$ cat config.mk
export PLATFORM = sky130hd
export DESIGN_NAME = csv_tokenizer_unit_flat
export DESIGN_NICKNAME = d
export VERILOG_FILES = /design/src/rtl/core/csvt_pkg.sv /design/src/rtl/core/csvt_if.sv /design/src/rtl/core/csvt_in_reg.sv /design/src/rtl/core/csvt_lexer.sv /design/src/rtl/core/csv_tokenizer_unit.sv /design/src/flat_wrapper.sv
export SDC_FILE = /design/constraint.sdc
export NUM_CORES = 1
export LEC_CHECK = 0
export BUFFER_PORTS_ARGS = -buffer_cell sky130_fd_sc_hd__buf_4
export CORE_AREA = 2 2 90 49
export DETAILED_ROUTE_END_ITERATION = 7
export DIE_AREA = 0 0 92 51
export PLACE_DENSITY = 0.69
export SLEW_MARGIN = 20
export SYNTH_ARGS = -nofsm -noshare
export SYNTH_HDL_FRONTEND = slang
export SYNTH_HIERARCHICAL = 1
export SYNTH_SLANG_ARGS = --single-unit
$ cat constraint.sdc
create_clock -name i_clk -period 3.3 [get_ports i_clk]
set_input_delay 0.66 -clock i_clk [delete_from_list [all_inputs] [get_ports i_clk]]
set_output_delay 0.66 -clock i_clk [all_outputs]
set_load 0.02 [all_outputs]
$ cat src/rtl/core/csvt_pkg.sv
// Shared types and codes for the CSV tokenizer.
`default_nettype none
package csvt_pkg;

    typedef logic [7:0] t_byte;
    typedef logic [2:0] t_kind;
    typedef logic [1:0] t_lex_state;

    typedef struct packed {
        logic  mode;
        t_byte data_byte;
    } t_in_item;

    // input modes
    localparam logic MODE_DATA = 1'b0;
    localparam logic MODE_END  = 1'b1;

    // lexer states
    localparam t_lex_state LS_UNQUOTED   = 2'd0;
    localparam t_lex_state LS_QUOTED     = 2'd1;
    localparam t_lex_state LS_ESCAPE     = 2'd2;
    localparam t_lex_state LS_QUOTE_SEEN = 2'd3;

    // token kinds
    localparam t_kind TK_CHAR       = 3'd0;
    localparam t_kind TK_CELL_END   = 3'd1;
    localparam t_kind TK_ROW_END    = 3'd2;
    localparam t_kind TK_ERR_ESCAPE = 3'd3;
    localparam t_kind TK_ERR_QUOTE  = 3'd4;

    // characters
    localparam t_byte CH_COMMA     = 8'h2C;
    localparam t_byte CH_LF        = 8'h0A;
    localparam t_byte CH_CR        = 8'h0D;
    localparam t_byte CH_TAB       = 8'h09;
    localparam t_byte CH_DQUOTE    = 8'h22;
    localparam t_byte CH_BACKSLASH = 8'h5C;
    localparam t_byte CH_N         = 8'h6E;
    localparam t_byte CH_R         = 8'h72;
    localparam t_byte CH_T         = 8'h74;

endpackage
`default_nettype wire

$ cat src/rtl/core/csvt_if.sv
// Valid/ready channel interfaces for text bytes in and tokens out.
`default_nettype none
interface csvt_in_if;
    logic               valid;
    logic               ready;
    logic               mode;
    csvt_pkg::t_byte    data_byte;

    modport source (output valid, output mode, output data_byte, input ready);
    modport sink   (input valid, input mode, input data_byte, output ready);
endinterface

interface csvt_out_if;
    logic               valid;
    logic               ready;
    csvt_pkg::t_kind    token_kind;
    csvt_pkg::t_byte    char_value;

    modport source (output valid, output token_kind, output char_value, input ready);
    modport sink   (input valid, input token_kind, input char_value, output ready);
endinterface
`default_nettype wire

$ cat src/rtl/core/csvt_in_reg.sv
// Input register stage: holds one request; upstream ready is high while it is empty or downstream is ready.
`default_nettype none
module csvt_in_reg (
    input  wire logic               i_clk,
    input  wire logic               i_rst_n,
    input  wire logic               i_up_valid,
    output logic                    o_up_ready,
    input  wire csvt_pkg::t_in_item i_up_item,
    output logic                    o_dn_valid,
    input  wire logic               i_dn_ready,
    output csvt_pkg::t_in_item      o_dn_item
);
    import csvt_pkg::*;

    logic     r_valid;
    t_in_item r_item;

    assign o_up_ready = !r_valid || i_dn_ready;
    assign o_dn_valid = r_valid;
    assign o_dn_item  = r_item;

    always_ff @(posedge i_clk) begin
        if (!i_rst_n) begin
            r_valid <= 1'b0;
        end else if (o_up_ready) begin
            r_valid <= i_up_valid;
        end
    end

    always_ff @(posedge i_clk) begin
        if (i_up_valid && o_up_ready) begin
            r_item <= i_up_item;
        end
    end

endmodule
`default_nettype wire

$ cat src/rtl/core/csvt_lexer.sv
// Lexer state, token decode and the result register.
`default_nettype none
module csvt_lexer (
    input  wire logic               i_clk,
    input  wire logic               i_rst_n,
    input  wire logic               i_valid,
    output logic                    o_ready,
    input  wire csvt_pkg::t_in_item i_item,
    output logic                    o_tok_valid,
    input  wire logic               i_tok_ready,
    output csvt_pkg::t_kind         o_token_kind,
    output csvt_pkg::t_byte         o_char_value
);
    import csvt_pkg::*;

    t_lex_state r_st;
    logic       r_cell;
    logic       r_row;
    logic       r_tok_valid;
    t_kind      r_kind;
    t_byte      r_value;

    t_lex_state n_st;
    logic       n_cell;
    logic       n_row;
    logic       n_emit;
    t_kind      n_kind;
    t_byte      n_value;

    logic       take;

    assign o_ready      = !r_tok_valid || i_tok_ready;
    assign take         = i_valid && o_ready;
    assign o_tok_valid  = r_tok_valid;
    assign o_token_kind = r_kind;
    assign o_char_value = r_value;

    always_comb begin
        logic  unq;
        t_byte b;
        unq     = 1'b0;
        b       = i_item.data_byte;
        n_st    = r_st;
        n_cell  = r_cell;
        n_row   = r_row;
        n_emit  = 1'b0;
        n_kind  = TK_CHAR;
        n_value = '0;
        if (i_item.mode == MODE_END) begin
            n_st   = LS_UNQUOTED;
            n_cell = 1'b0;
            n_row  = 1'b0;
            if (r_st == LS_ESCAPE) begin
                n_emit = 1'b1;
                n_kind = TK_ERR_ESCAPE;
            end else if (r_st == LS_QUOTED) begin
                n_emit = 1'b1;
                n_kind = TK_ERR_QUOTE;
            end else if (r_cell || r_row) begin
                n_emit = 1'b1;
                n_kind = TK_ROW_END;
            end
        end else begin
            case (r_st)
                LS_QUOTED: begin
                    if (b == CH_BACKSLASH) begin
                        n_st = LS_ESCAPE;
                    end else if (b == CH_DQUOTE) begin
                        n_st = LS_QUOTE_SEEN;
                    end else begin
                        n_cell  = 1'b1;
                        n_emit  = 1'b1;
                        n_value = b;
                    end
                end
                LS_ESCAPE: begin
                    n_st    = LS_QUOTED;
                    n_cell  = 1'b1;
                    n_emit  = 1'b1;
                    if (b == CH_N) begin
                        n_value = CH_LF;
                    end else if (b == CH_R) begin
                        n_value = CH_CR;
                    end else if (b == CH_T) begin
                        n_value = CH_TAB;
                    end else begin
                        n_value = b;
                    end
                end
                LS_QUOTE_SEEN: begin
                    // doubled quote stays in the run; anything else closes it
                    if (b == CH_DQUOTE) begin
                        n_st    = LS_QUOTED;
                        n_cell  = 1'b1;
                        n_emit  = 1'b1;
                        n_value = CH_DQUOTE;
                    end else begin
                        unq = 1'b1;
                    end
                end
                default: begin
                    unq = 1'b1;
                end
            endcase
            if (unq) begin
                n_st = LS_UNQUOTED;
                if (b == CH_COMMA) begin
                    n_cell = 1'b0;
                    n_row  = 1'b1;
                    n_emit = 1'b1;
                    n_kind = TK_CELL_END;
                end else if (b == CH_LF) begin
                    n_cell = 1'b0;
                    n_row  = 1'b0;
                    n_emit = 1'b1;
                    n_kind = TK_ROW_END;
                end else if (b == CH_CR) begin
                    n_emit = 1'b0;
                end else if (b == CH_DQUOTE) begin
                    n_st = LS_QUOTED;
                end else begin
                    n_cell  = 1'b1;
                    n_emit  = 1'b1;
                    n_value = b;
                end
            end
        end
    end

    always_ff @(posedge i_clk) begin
        if (!i_rst_n) begin
            r_st        <= LS_UNQUOTED;
            r_cell      <= 1'b0;
            r_row       <= 1'b0;
            r_tok_valid <= 1'b0;
        end else if (take) begin
            r_st        <= n_st;
            r_cell      <= n_cell;
            r_row       <= n_row;
            r_tok_valid <= n_emit;
        end else if (i_tok_ready) begin
            r_tok_valid <= 1'b0;
        end
    end

    always_ff @(posedge i_clk) begin
        if (take && n_emit) begin
            r_kind  <= n_kind;
            r_value <= n_value;
        end
    end

endmodule
`default_nettype wire

$ cat src/rtl/core/csv_tokenizer_unit.sv
// Top level of the CSV tokenizer.
// The block takes one text byte or end-of-input request per cycle and gives
// at most one token per request. A request passes an input register, is
// decoded combinationally against the lexer state and lands in the result
// register, from which its token is presented. Sustained rate is one request
// per clock while the token output is not stalled, set by the lexer state
// update; a stalled token output holds both stages and then the input.
// Bytes inside a quoted run that close it are resolved when the next byte or
// end of input arrives. Error tokens (unfinished escape, unfinished quote)
// carry a char_value of zero and return the lexer to its start state.
`default_nettype none
module csv_tokenizer_unit (
    input  wire logic   i_clk,
    input  wire logic   i_rst_n,
    csvt_in_if.sink     i_in,
    csvt_out_if.source  o_out
);
    import csvt_pkg::*;

    t_in_item up_item;
    t_in_item dn_item;
    logic     dn_valid;
    logic     dn_ready;

    assign up_item.mode      = i_in.mode;
    assign up_item.data_byte = i_in.data_byte;

    csvt_in_reg u_in_reg (
        .i_clk      (i_clk),
        .i_rst_n    (i_rst_n),
        .i_up_valid (i_in.valid),
        .o_up_ready (i_in.ready),
        .i_up_item  (up_item),
        .o_dn_valid (dn_valid),
        .i_dn_ready (dn_ready),
        .o_dn_item  (dn_item)
    );

    csvt_lexer u_lexer (
        .i_clk        (i_clk),
        .i_rst_n      (i_rst_n),
        .i_valid      (dn_valid),
        .o_ready      (dn_ready),
        .i_item       (dn_item),
        .o_tok_valid  (o_out.valid),
        .i_tok_ready  (o_out.ready),
        .o_token_kind (o_out.token_kind),
        .o_char_value (o_out.char_value)
    );

endmodule
`default_nettype wire

$ cat src/flat_wrapper.sv
// flat-port wrapper written by rule: the top's interface ports become plain ports
module csv_tokenizer_unit_flat import csvt_pkg::*;
  (i_clk, i_rst_n, i_in_valid, i_in_mode, i_in_data_byte, i_in_ready, o_out_valid, o_out_token_kind, o_out_char_value, o_out_ready);
  csvt_in_if i_in_i ();
  csvt_out_if o_out_i ();
  input  wire logic i_clk;
  input  wire logic i_rst_n;
  input wire logic [$bits(i_in_i.valid)-1:0] i_in_valid;
  input wire logic [$bits(i_in_i.mode)-1:0] i_in_mode;
  input wire logic [$bits(i_in_i.data_byte)-1:0] i_in_data_byte;
  output wire logic [$bits(i_in_i.ready)-1:0] i_in_ready;
  output wire logic [$bits(o_out_i.valid)-1:0] o_out_valid;
  output wire logic [$bits(o_out_i.token_kind)-1:0] o_out_token_kind;
  output wire logic [$bits(o_out_i.char_value)-1:0] o_out_char_value;
  input wire logic [$bits(o_out_i.ready)-1:0] o_out_ready;
  assign i_in_i.valid = i_in_valid;
  assign i_in_i.mode = i_in_mode;
  assign i_in_i.data_byte = i_in_data_byte;
  assign i_in_ready = i_in_i.ready;
  assign o_out_valid = o_out_i.valid;
  assign o_out_token_kind = o_out_i.token_kind;
  assign o_out_char_value = o_out_i.char_value;
  assign o_out_i.ready = o_out_ready;
  csv_tokenizer_unit u_core (.i_clk(i_clk), .i_rst_n(i_rst_n), .i_in(i_in_i), .o_out(o_out_i));
endmodule
-- Word-level counts from Yosys, hierarchy flattened
Cells that the tools add are included.
- add/sub/neg operators: 0
- multiply operators: 0
- div/mod/pow operators: 0
- magnitude comparators: 0
- equality and inequality tests: 13
- shift-type cells: 0
- mux-type cells: 60
- bitwise operators: 0
- reduce and logical (&&, ||, !) cells: 15
- operators with widths (operator ; count):
    8-bit 2-to-1 mux ; 10
    8-bit by 7-bit == test with 1-bit output (second input constant) ; 4
    1-bit 2-to-1 mux ; 32
    8-bit case mux with 3 select lines ; 1
    2-bit 2-to-1 mux ; 9
    8-bit by 4-bit == test with 1-bit output (second input constant) ; 2
    8-bit by 6-bit == test with 1-bit output (second input constant) ; 2
    3-bit 2-to-1 mux ; 3
    6-bit 2-to-1 mux ; 1
    1-bit case mux with 3 select lines ; 2
    2-bit case mux with 3 select lines ; 1
    5-bit by 1-bit inequality test with 1-bit output (second input constant) ; 1
    5-bit nonzero test ; 1
    2-bit == test (second input constant) ; 2
    4-bit by 3-bit inequality test with 1-bit output (second input constant) ; 1
    4-bit AND reduction ; 1
    2-bit nonzero test ; 2
    1-bit logical AND ; 3
    1-bit logical OR ; 3
    3-bit AND reduction ; 1
    3-bit nonzero test ; 1
    2-bit by 1-bit == test with 1-bit output (second input constant) ; 1
    1-bit zero test ; 2
    1-bit case mux with 2 select lines ; 1
    2-bit OR reduction ; 1
- register bits: 26
- latch bits: 0
- RAM bits: 0
- ROM bits: 0
- bits of input ports: 13
- output and inout bits: 13
- logic and storage cells: 97
- memories: 0

-- Depth between registers and ports, before layout
Gate-level depths: netlist of the first run.
- word-level depth: 11
- gate-level depth with buffers: 8
- depth with buffers taken out: 7

-- Cells and area by module
The synthesis of the first run kept the hierarchy.
- by module, submodules not included (module ; times used ; cells an instance ; area an instance (um^2) ; seq. area each (um^2)):
    csvt_lexer ; 1 ; 152 ; 1341.3 ; 430.4
    csvt_in_reg ; 1 ; 14 ; 327.8 ; 290.3

-- Least setup slack after synthesis of the first run
No wires, ideal clock.
- kind: register -> register
- start point: register u_core.u_lexer.r_st[0]
- end point: register u_core.u_lexer.r_value[0], in the netlist u_core/u_lexer/o_char_value[0] (enable)
- setup time: 0.381 ns
- arrival time: 2.079 ns
- data required time: 2.919 ns
- setup slack: 0.840 ns
- cell stages (with the launch flop): 6
- path buffers: 0
- period minus slack after synthesis: 2.460 ns
- path through: dfxtp_1 -> ha_1 -> or4bb_1 -> a211oi_2 -> a211oi_2 -> a211oi_2
- cells in the longest elaborated chain, start to end: 9
- elaborated cells between the ends (all ways): 16
- those cells by class: eq/ne: 3; mux: 11; reduce/logical: 2
- ends and longest elaborated chain (item ; line ; source):
    from (decl) ; csvt_lexer.sv:16 ; t_lex_state r_st;
    from (signal assigned) ; csvt_lexer.sv:137 ; r_st <= n_st;
    2-bit == test (tied with other cells) ; csvt_lexer.sv:64 ; case (r_st)
    1-bit case mux with 3 select lines ; csvt_lexer.sv:64 ;
    1-bit 2-to-1 mux ; csvt_lexer.sv:119 ; end else if (b == CH_DQUOTE) begin
    1-bit 2-to-1 mux ; csvt_lexer.sv:117 ; end else if (b == CH_CR) begin
    1-bit 2-to-1 mux ; csvt_lexer.sv:112 ; end else if (b == CH_LF) begin
    1-bit 2-to-1 mux ; csvt_lexer.sv:107 ; if (b == CH_COMMA) begin
    1-bit 2-to-1 mux ; csvt_lexer.sv:105 ; if (unq) begin
    1-bit 2-to-1 mux (*) ; csvt_lexer.sv:49 ; if (i_item.mode == MODE_END) begin
    1-bit logical AND (*) ; csvt_lexer.sv:147 ; if (take && n_emit) begin
    to (signal assigned) ; csvt_lexer.sv:149 ; r_value <= n_value;
    to (decl) ; csvt_lexer.sv:21 ; t_byte r_value;
Mark *: on every way between the ends. The rest lies on a longest branch, timed or not. The select of a mux whose other input is x is not followed.
A chain may end at the register's enable or synchronous reset.

-- Worst setup path in the final report of the first run
- start point: register u_core.u_in_reg.r_item, in the netlist u_core/u_in_reg/o_dn_item[5]
- end point: register u_core.u_lexer.r_st[0]
- cells in the longest elaborated chain, start to end: 7
- elaborated cells between the ends (all ways): 20
- those cells by class: eq/ne: 7; mux: 11; reduce/logical: 2
- ends and longest elaborated chain (item ; line ; source):
    from (decl) ; csvt_in_reg.sv:16 ; t_in_item r_item;
    from (signal assigned) ; csvt_in_reg.sv:32 ; r_item <= i_up_item;
    parallel branches: the longest is 7 deep, another holds 8-bit by 6-bit == test with 1-bit output ; -- ;
Several ways; the timed one is not identified. The select of a mux whose other input is x is not followed.

==> results by group, run 1 <==
Outcome
  – Status: complete, no violations

Worst setup path
  – Startpoint of the most critical register-to-register path: u_core/u_in_reg/o_dn_item[5]$_DFFE_PP_
  – Critical path capture point type: register
  – Arrival time at the worst endpoint: 2.64 ns
  – Crit Path Class: register to register
  – Peak per-stage delay on the critical path: approximately 0.67 ns
  – Launching element type of the critical path: register
  – Launching element of the worst setup path: u_core/u_in_reg/o_dn_item[5]$_DFFE_PP_
  – CP Cell Sequence: nor4b_1 > a31oi_1 > o31ai_1 > mux2i_1
  – Worst setup slack for register-to-register paths: 0.86 ns
  – Slowest cell on the critical path: sky130_fd_sc_hd__nor4b_1
  – Required time of the critical path: around 3.5 ns
  – Maximum fanout encountered on the critical timing path: 14

GRT
  – Global routing usage summed across all routing layers: 0.177
  – Number of antenna violations at the first check in global routing: 0
  – Via count of the first global-routing pass: 1227
  – Global route overflow: 0
  – Maximum number of pins on one net before global-route repair: 15
  – First-pass GRT wire length: 6510 µm

Cells and area
  – Fraction of final layout cells sized beyond drive strength 1: 0.238
  – Nets: 204
  – Count of inserted antenna diode cells: 0
  – Area delta synth->final: 15.5%
  – Final cell area excluding filler cells: ~1900 µm²
  – Core occupancy in the finished layout: 0.477

CTS
  – Count of hold buffers inserted by post-cts repair: 0
  – Number of gates resized after CTS: 0
  – Clock Pin Slew Worst Setup and Hold Paths: ~0.09 ns
  – Count of clock tree sinks: 26
  – CTS tree: done
  – Clock buffer depth: 2
  – Root Buffer Master: sky130_fd_sc_hd__clkbuf_8
  – Buffer count from post-CTS setup fixing: 0
  – Clock latency on the worst-skew pair: 0.27 ns
  – Deepest level of the CTS H-tree: 1
  – CTS buffer count: 3

STA
  – Setup repair after global routing missed its margin: no
  – Total negative slack: 0 ns
  – Fmax: 410 MHz
  – Final count of hold timing violations: 0
  – Number of pins exceeding their max-slew limit in the final report: 0
  – Skew final: 0.00304 ns
  – Actual slew at the worst max-slew pin: between 0.7 and 0.8 ns
  – Shortest period the worst path allows: between 2 and 2.5 ns
  – Setup-violating endpoint count in the final report: 0
  – Worst-case headroom to the max-slew limit: 0.494
  – Fraction of the cycle the final worst path needs: 0.739

Drt
  – Remaining DRCs: 0
  – Via/cell ratio: roughly 6.1
  – Detailed router's first-iteration violation count: 280
  – First-pass iteration count of the detailed router: 6
  – Total detailed-routing wirelength: 4110 µm
  – Post-DRT Antenna Nets: 0
  – Routed wire length per instance: 17.0 µm
  – Vias: 1472

Floorplan
  – I/O pins: 26
  – Total Die Area: 4690 µm²
  – Effective utilization at floorplan: 0.413
  – Core Rows: 17
  – Die extent in x: roughly 90 µm
  – Height of the chip: 51 µm
  – Std-Cell Core Area: a little over 4000 µm²

Hold path
  – Type of the tightest min-delay check: register to register
  – Hold path startpoint: u_core/u_lexer/r_row$_SDFFE_PN0P_

Yosys
  – Leading cell type by number of instances after synthesis: sky130_fd_sc_hd__edfxtp_1
  – Area of the mapped netlist: 1670 µm²
  – Commonest cells in the netlist: 20 x sky130_fd_sc_hd__edfxtp_1, 14 x sky130_fd_sc_hd__nand2_1, 8 x sky130_fd_sc_hd__nor3_1
  – Area fraction of the dominant cell type after synthesis: 0.360
  – Dominant cells by area after synthesis: sky130_fd_sc_hd__edfxtp_1 36%, sky130_fd_sc_hd__dfxtp_1 7.2%, sky130_fd_sc_hd__ha_1 3.7%
  – Gate count of the mapped netlist: 166
  – Average cell area after synthesis: 10.1 µm²
  – Fraction of synthesis flops using an asynchronous set or reset pin: 0
  – Synth warnings: 6
  – Seq cells post-synth: 26
  – Most instantiated flip-flop cell in the synthesis netlist: sky130_fd_sc_hd__edfxtp_1
  – Net Count, Synth: around 180
  – Sequential share of the synthesized area: 0.432
  – Number of different library cells in the post-synthesis netlist: 57
  – Synth area leader: sky130_fd_sc_hd__edfxtp_1
  – Post-synth EDFFs: 20

Power and ir drop
  – Leak: 0.713 nW
  – Power density over cell area: 338 nW/µm²
  – Maximum resistive drop on vdd: 148 µV
  – Pwr Total: about 650 µW

Job
  – Max-cap violation count: 0

Placement
  – Detail Placement HPWL: 2980 µm
  – Count of buffers from port buffering: 25
  – Instance area after placement: 1880 µm²
  – Final weighted congestion in routability-driven placement: 0.955
worst max-delay path: cells and delay by family, from the launching register on:
kind	cells	cell delay [ns]
AOI/OAI and AO/OA	2	0.84
and+or+nand+nor	1	0.67
DFF	1	0.61
muxes	1	0.24
cells in the final DEF (no fill, tap or decap), types with 2 or more instances in the layout:
cell type / count
sky130_fd_sc_hd__nor2_1: 5
sky130_fd_sc_hd__a2111oi_0: 2
sky130_fd_sc_hd__clkbuf_8: 3
sky130_fd_sc_hd__nand2b_1: 5
sky130_fd_sc_hd__o21a_1: 2
sky130_fd_sc_hd__xnor2_1: 2
sky130_fd_sc_hd__dfxtp_1: 6
sky130_fd_sc_hd__buf_4: 26
sky130_fd_sc_hd__a31oi_1: 4
sky130_fd_sc_hd__nand2_1: 14
sky130_fd_sc_hd__o21ai_0: 7
sky130_fd_sc_hd__mux2i_1: 2
sky130_fd_sc_hd__a21oi_1: 6
sky130_fd_sc_hd__o211a_1: 2
sky130_fd_sc_hd__and3_1: 3
sky130_fd_sc_hd__a21boi_0: 2
sky130_fd_sc_hd__nand3_1: 2
sky130_fd_sc_hd__nor3b_1: 2
sky130_fd_sc_hd__edfxtp_1: 20
sky130_fd_sc_hd__nor3_1: 8
sky130_fd_sc_hd__or2_2: 4
sky130_fd_sc_hd__o21bai_1: 2
sky130_fd_sc_hd__ha_1: 5
sky130_fd_sc_hd__a211oi_2: 3
sky130_fd_sc_hd__a21o_1: 2
sky130_fd_sc_hd__o22ai_1: 2
sky130_fd_sc_hd__nand3b_1: 3
sky130_fd_sc_hd__o31ai_1: 6
sky130_fd_sc_hd__or3_1: 2
sky130_fd_sc_hd__inv_1: 7
area by class of cell:
class	count	area, µm²
fill	368	2110
multi-input combinational	122	870
sequential	26	721
timing repair buffer	26	195
tap	57	71.3
clock buffer	4	45.0
inverter	7	26.3
flip-flops by register name, summed over array words and instances (netlist names):
signal and count:
u_core/u_lexer/o_char_value 8, u_core/u_lexer/r_cell 1, u_core/u_lexer/r_row 1, u_core/u_lexer/o_tok_valid 1
u_core/u_in_reg/o_dn_valid 1, u_core/u_lexer/r_st 2, u_core/u_in_reg/o_dn_item 9, u_core/u_lexer/o_token_kind 3
report_power, final:
| group | internal, mW | switching (mW) | leakage (nW) |
|---|---|---|---|
| Combinational | 0.0383 | 0.0405 | 0.453 |
| Sequential | 0.368 | 0.0207 | 0.238 |
| Clock | 0.0864 | 0.0975 | 0.0228 |
| Total | 0.493 | 0.159 | 0.713 |
worst paths after layout:
path                                         endpoint  depth (start not counted)
hold reg to reg     u_core/u_lexer/r_row$_SDFFE_PN0P_                          2
hold / removal      u_core/u_lexer/r_row$_SDFFE_PN0P_                          2
setup reg to reg  u_core/u_lexer/r_st[0]$_SDFFE_PN0P_                          4
setup / recovery  u_core/u_lexer/r_st[0]$_SDFFE_PN0P_                          4
logic make-up (layout without fill, tap and decap cells):
group,after synthesis,count (layout),synth area share
simple gates,62,62,0.232
compound gates,51,51,0.229
flops,26,26,0.432
buf+inv,18,37,0.0472
fa+ha+maj,5,5,0.0375
xor+xnor,2,2,0.0105
mux,2,2,0.0120
stage by stage:
| step | hold slack (ns) | std cells | setup WS (ns) |
|---|---|---|---|
| floorplan | 0.469 | 166 | 0.840 |
| finish | 0.517 | 242 | 0.862 |
| detailed placement | 0.503 | 238 | 0.928 |
| global route | 0.544 | 242 | 0.732 |
| global placement | 0.487 | 238 | 0.974 |
| CTS | 0.512 | 242 | 0.899 |
routing by layer:
metal,vias to the layer above,global-route usage,share of wire
met5,-,0,0
met3,14,0.0634,0.14
li1,673,-,-
met4,0,0.0174,0.013
met1,666,0.272,0.47
met2,119,0.241,0.37
No activity file was read; power rests on OpenSTA's default activity.
==> run 2, diff against run 1 <==
==> constraint.sdc (replaced) <==
create_clock -name i_clk -period 2.45 [get_ports i_clk]
set_input_delay 0.49 -clock i_clk [delete_from_list [all_inputs] [get_ports i_clk]]
set_output_delay 0.49 -clock i_clk [all_outputs]
set_load 0.02 [all_outputs]
==> results by group, run 2 (synthesis results as in run 1) <==
Worst setup path
  – CP dominant cell by count: sky130_fd_sc_hd__a211oi_2
  – Cell family with most CP delay: compound AO/OA/AOI/OAI gates
  – CP Cell Sequence: ha_1 > or4bb_1 > a211oi_2 > a211oi_2 > a211oi_4 > buf_12
  – WP buf/inv: 1 (+1)
  – Critical path capture point type: register
  – Maximum fanout encountered on the critical timing path: 12 (-2)
  – Slowest cell on the critical path: sky130_fd_sc_hd__or4bb_1
  – Launching element type of the critical path: register
  – Crit Path Class: register to register
  – Required time of the critical path: 2.44 ns (-1.06 ns)
  – Arrival time at the worst endpoint: 2.37 ns (-0.27 ns)
  – Peak per-stage delay on the critical path: 0.53 ns (-0.14 ns)

GRT
  – Via count of the first global-routing pass: 1406 (+15%)
  – Number of antenna violations at the first check in global routing: 0 (unchanged)
  – First-pass GRT wire length: 7160 µm (+10%)
  – Maximum number of pins on one net before global-route repair: 15 (unchanged)
  – Global route overflow: 0 (unchanged)
  – Global routing usage summed across all routing layers: 0.202 (+0.0254)

Placement
  – Count of buffers from port buffering: 25 (unchanged)
  – Final weighted congestion in routability-driven placement: 1.05 (+9.7%)
  – Instance area after placement: 1990 µm² (+5.8%)
  – Placed cells: 250 (+5.0%)
  – Detail Placement HPWL: 3420 µm (+15%)

STA
  – Shortest period the worst path allows: 2.37 ns (-0.0636 ns)
  – Total negative slack: 0 ns (unchanged)
  – Setup-violating endpoint count in the final report: 0 (unchanged)
  – Final hold slack: 0.390 ns (-0.128 ns)
  – Number of pins exceeding their max-slew limit in the final report: 0 (unchanged)
  – Final count of hold timing violations: 0 (unchanged)
  – Skew final: 0.00386 ns (+0.000818 ns)
  – Setup repair after global routing missed its margin: no
  – Worst-case headroom to the max-slew limit: 0.537 (+0.0432)
  – Fmax: 421 MHz (+2.7%)
  – Fraction of the cycle the final worst path needs: 0.969 (+0.230)
  – Actual slew at the worst max-slew pin: 0.689 ns (-0.0601 ns)

Cells and area
  – Final cell area excluding filler cells: 2040 µm² (+6.0%)
  – Number of flip-flops in the largest register: 9 (unchanged)
  – Count of inserted antenna diode cells: 0 (unchanged)
  – FILL cells: 394 (+7.1%)
  – Number of standard cells in the layout, taps in and fillers out: 254 (+5.0%)
  – Nets: 216 (+5.9%)
  – Fraction of final layout cells sized beyond drive strength 1: 0.289 (+0.0515)
  – Area of combinational cells with multiple inputs: 883 µm² (+1.6%)
  – Core occupancy in the finished layout: 0.506 (+0.0288)
  – Commonest non-fill, non-tap cells in the layout: 37 x sky130_fd_sc_hd__buf_4, 20 x sky130_fd_sc_hd__edfxtp_1, 14 x sky130_fd_sc_hd__nand2_1
  – Sequential cell area: 721 µm² (unchanged)
  – Area delta synth->final: 22.5%
  – Commonest non-fill, non-tap cell in the layout: sky130_fd_sc_hd__buf_4

Drt
  – Detailed router's first-iteration violation count: 134 (-52%)
  – First-pass iteration count of the detailed router: 5 (-1)
  – Remaining DRCs: 0 (unchanged)
  – Met1 routed wirelength after detailed routing: 2060 µm (+7.3%)
  – Post-DRT Antenna Nets: 0 (unchanged)
  – Via/cell ratio: 5.89 (-3.2%)
  – Metal3 WL: 434 µm (-27%)
  – Total detailed-routing wirelength: 4420 µm (+7.6%)
  – Highest metal used: met4
  – Length of routed met2 wiring: 1870 µm (+22%)
  – Routed wire length per instance: 17.4 µm (+2.5%)
  – Vias: 1496 (+1.6%)

Floorplan
  – Std-Cell Core Area: 4040 µm² (unchanged)
  – Die extent in x: 92 µm (unchanged)
  – Total Die Area: 4690 µm² (unchanged)
  – Effective utilization at floorplan: 0.413 (unchanged)
  – Core Rows: 17 (unchanged)
  – I/O pins: 26 (unchanged)
  – Height of the chip: 51 µm (unchanged)

CTS
  – Clock buffer depth: 2 (unchanged)
  – CTS buffer count: 3 (unchanged)
  – Deepest level of the CTS H-tree: 1 (unchanged)
  – Root Buffer Master: sky130_fd_sc_hd__clkbuf_8
  – Buffer count from post-CTS setup fixing: 0 (unchanged)
  – Clock latency on the worst-skew pair: 0.27 ns (about the same)
  – Number of gates resized after CTS: 0 (unchanged)
  – Clock Pin Slew Worst Setup and Hold Paths: 0.09 ns (about the same)
  – Count of clock tree sinks: 26 (unchanged)
  – CTS tree: done
  – Count of hold buffers inserted by post-cts repair: 0 (unchanged)

Power and ir drop
  – Maximum resistive drop on vdd: 269 µV (+82%)
  – Leak: 0.775 nW (+8.6%)
  – Power density over cell area: 435 nW/µm² (+29%)

Job
  – Max-cap violation count: 0 (unchanged)

Hold path
  – Type of the tightest min-delay check: input pin to register

Outcome
  – Status: complete, no violations
## run 2: area by class of cell
| cell class | instances | share of cell area |
|---|---|---|
| well taps | 57 | 0.0349 |
| inverters | 7 | 0.0129 |
| clock inverters | 1 | 0.00184 |
| multi-input cells | 122 | 0.432 |
| flip-flops and latches | 26 | 0.353 |
| clock buffers | 3 | 0.0202 |
| repair buffers | 38 | 0.146 |
## run 2: worst paths after layout
kind | cells past startpoint | slack, ns | end | startpoint
max reg2reg | 6 | 0.08 | u_core/u_lexer/o_token_kind[1]$_DFFE_PP_ | u_core/u_lexer/r_st[0]$_SDFFE_PN0P_
max | 6 | 0.08 | u_core/u_lexer/o_token_kind[1]$_DFFE_PP_ | u_core/u_lexer/r_st[0]$_SDFFE_PN0P_
min reg2reg | 2 | 0.51 | u_core/u_lexer/r_row$_SDFFE_PN0P_ | u_core/u_lexer/r_row$_SDFFE_PN0P_
min | 1 | 0.39 | u_core/u_in_reg/o_dn_item[7]$_DFFE_PP_ | i_in_data_byte[7]
## run 2: per-layer routing
layer,vias to the layer above,global-route usage
met2,83,0.315
met1,704,0.285
li1,696,-
met4,0,0.0299
met5,-,0
met3,13,0.0619
## run 2: metrics by stage
| stage | setup WS (ns) | power [mW] |
|---|---|---|
| after floorplan | 0.136 | 0.594 |
| after global placement | 0.170 | 0.650 |
| after detailed placement | 0.0941 | 0.655 |
| after CTS | 0.103 | 0.897 |
| after global routing | 0.00192 | 0.932 |
| final | 0.0757 | 0.890 |
## run 2: worst register-to-register path: cells and delay by family, from the launching register on
| family | cells | cell delay [ns] |
|---|---|---|
| AO/OA/AOI/OAI | 3 | 0.64 |
| adder cells (fa/ha/maj) | 1 | 0.33 |
| buffers and inverters | 1 | 0.17 |
| flip-flops | 1 | 0.42 |
| AND/OR/NAND/NOR | 1 | 0.53 |
## run 2: where the power goes
part           switching, mW  leakage (nW)  internal, mW
sequential            0.0152         0.238         0.496
combinational         0.0730         0.514        0.0629
clock                  0.130        0.0231         0.112
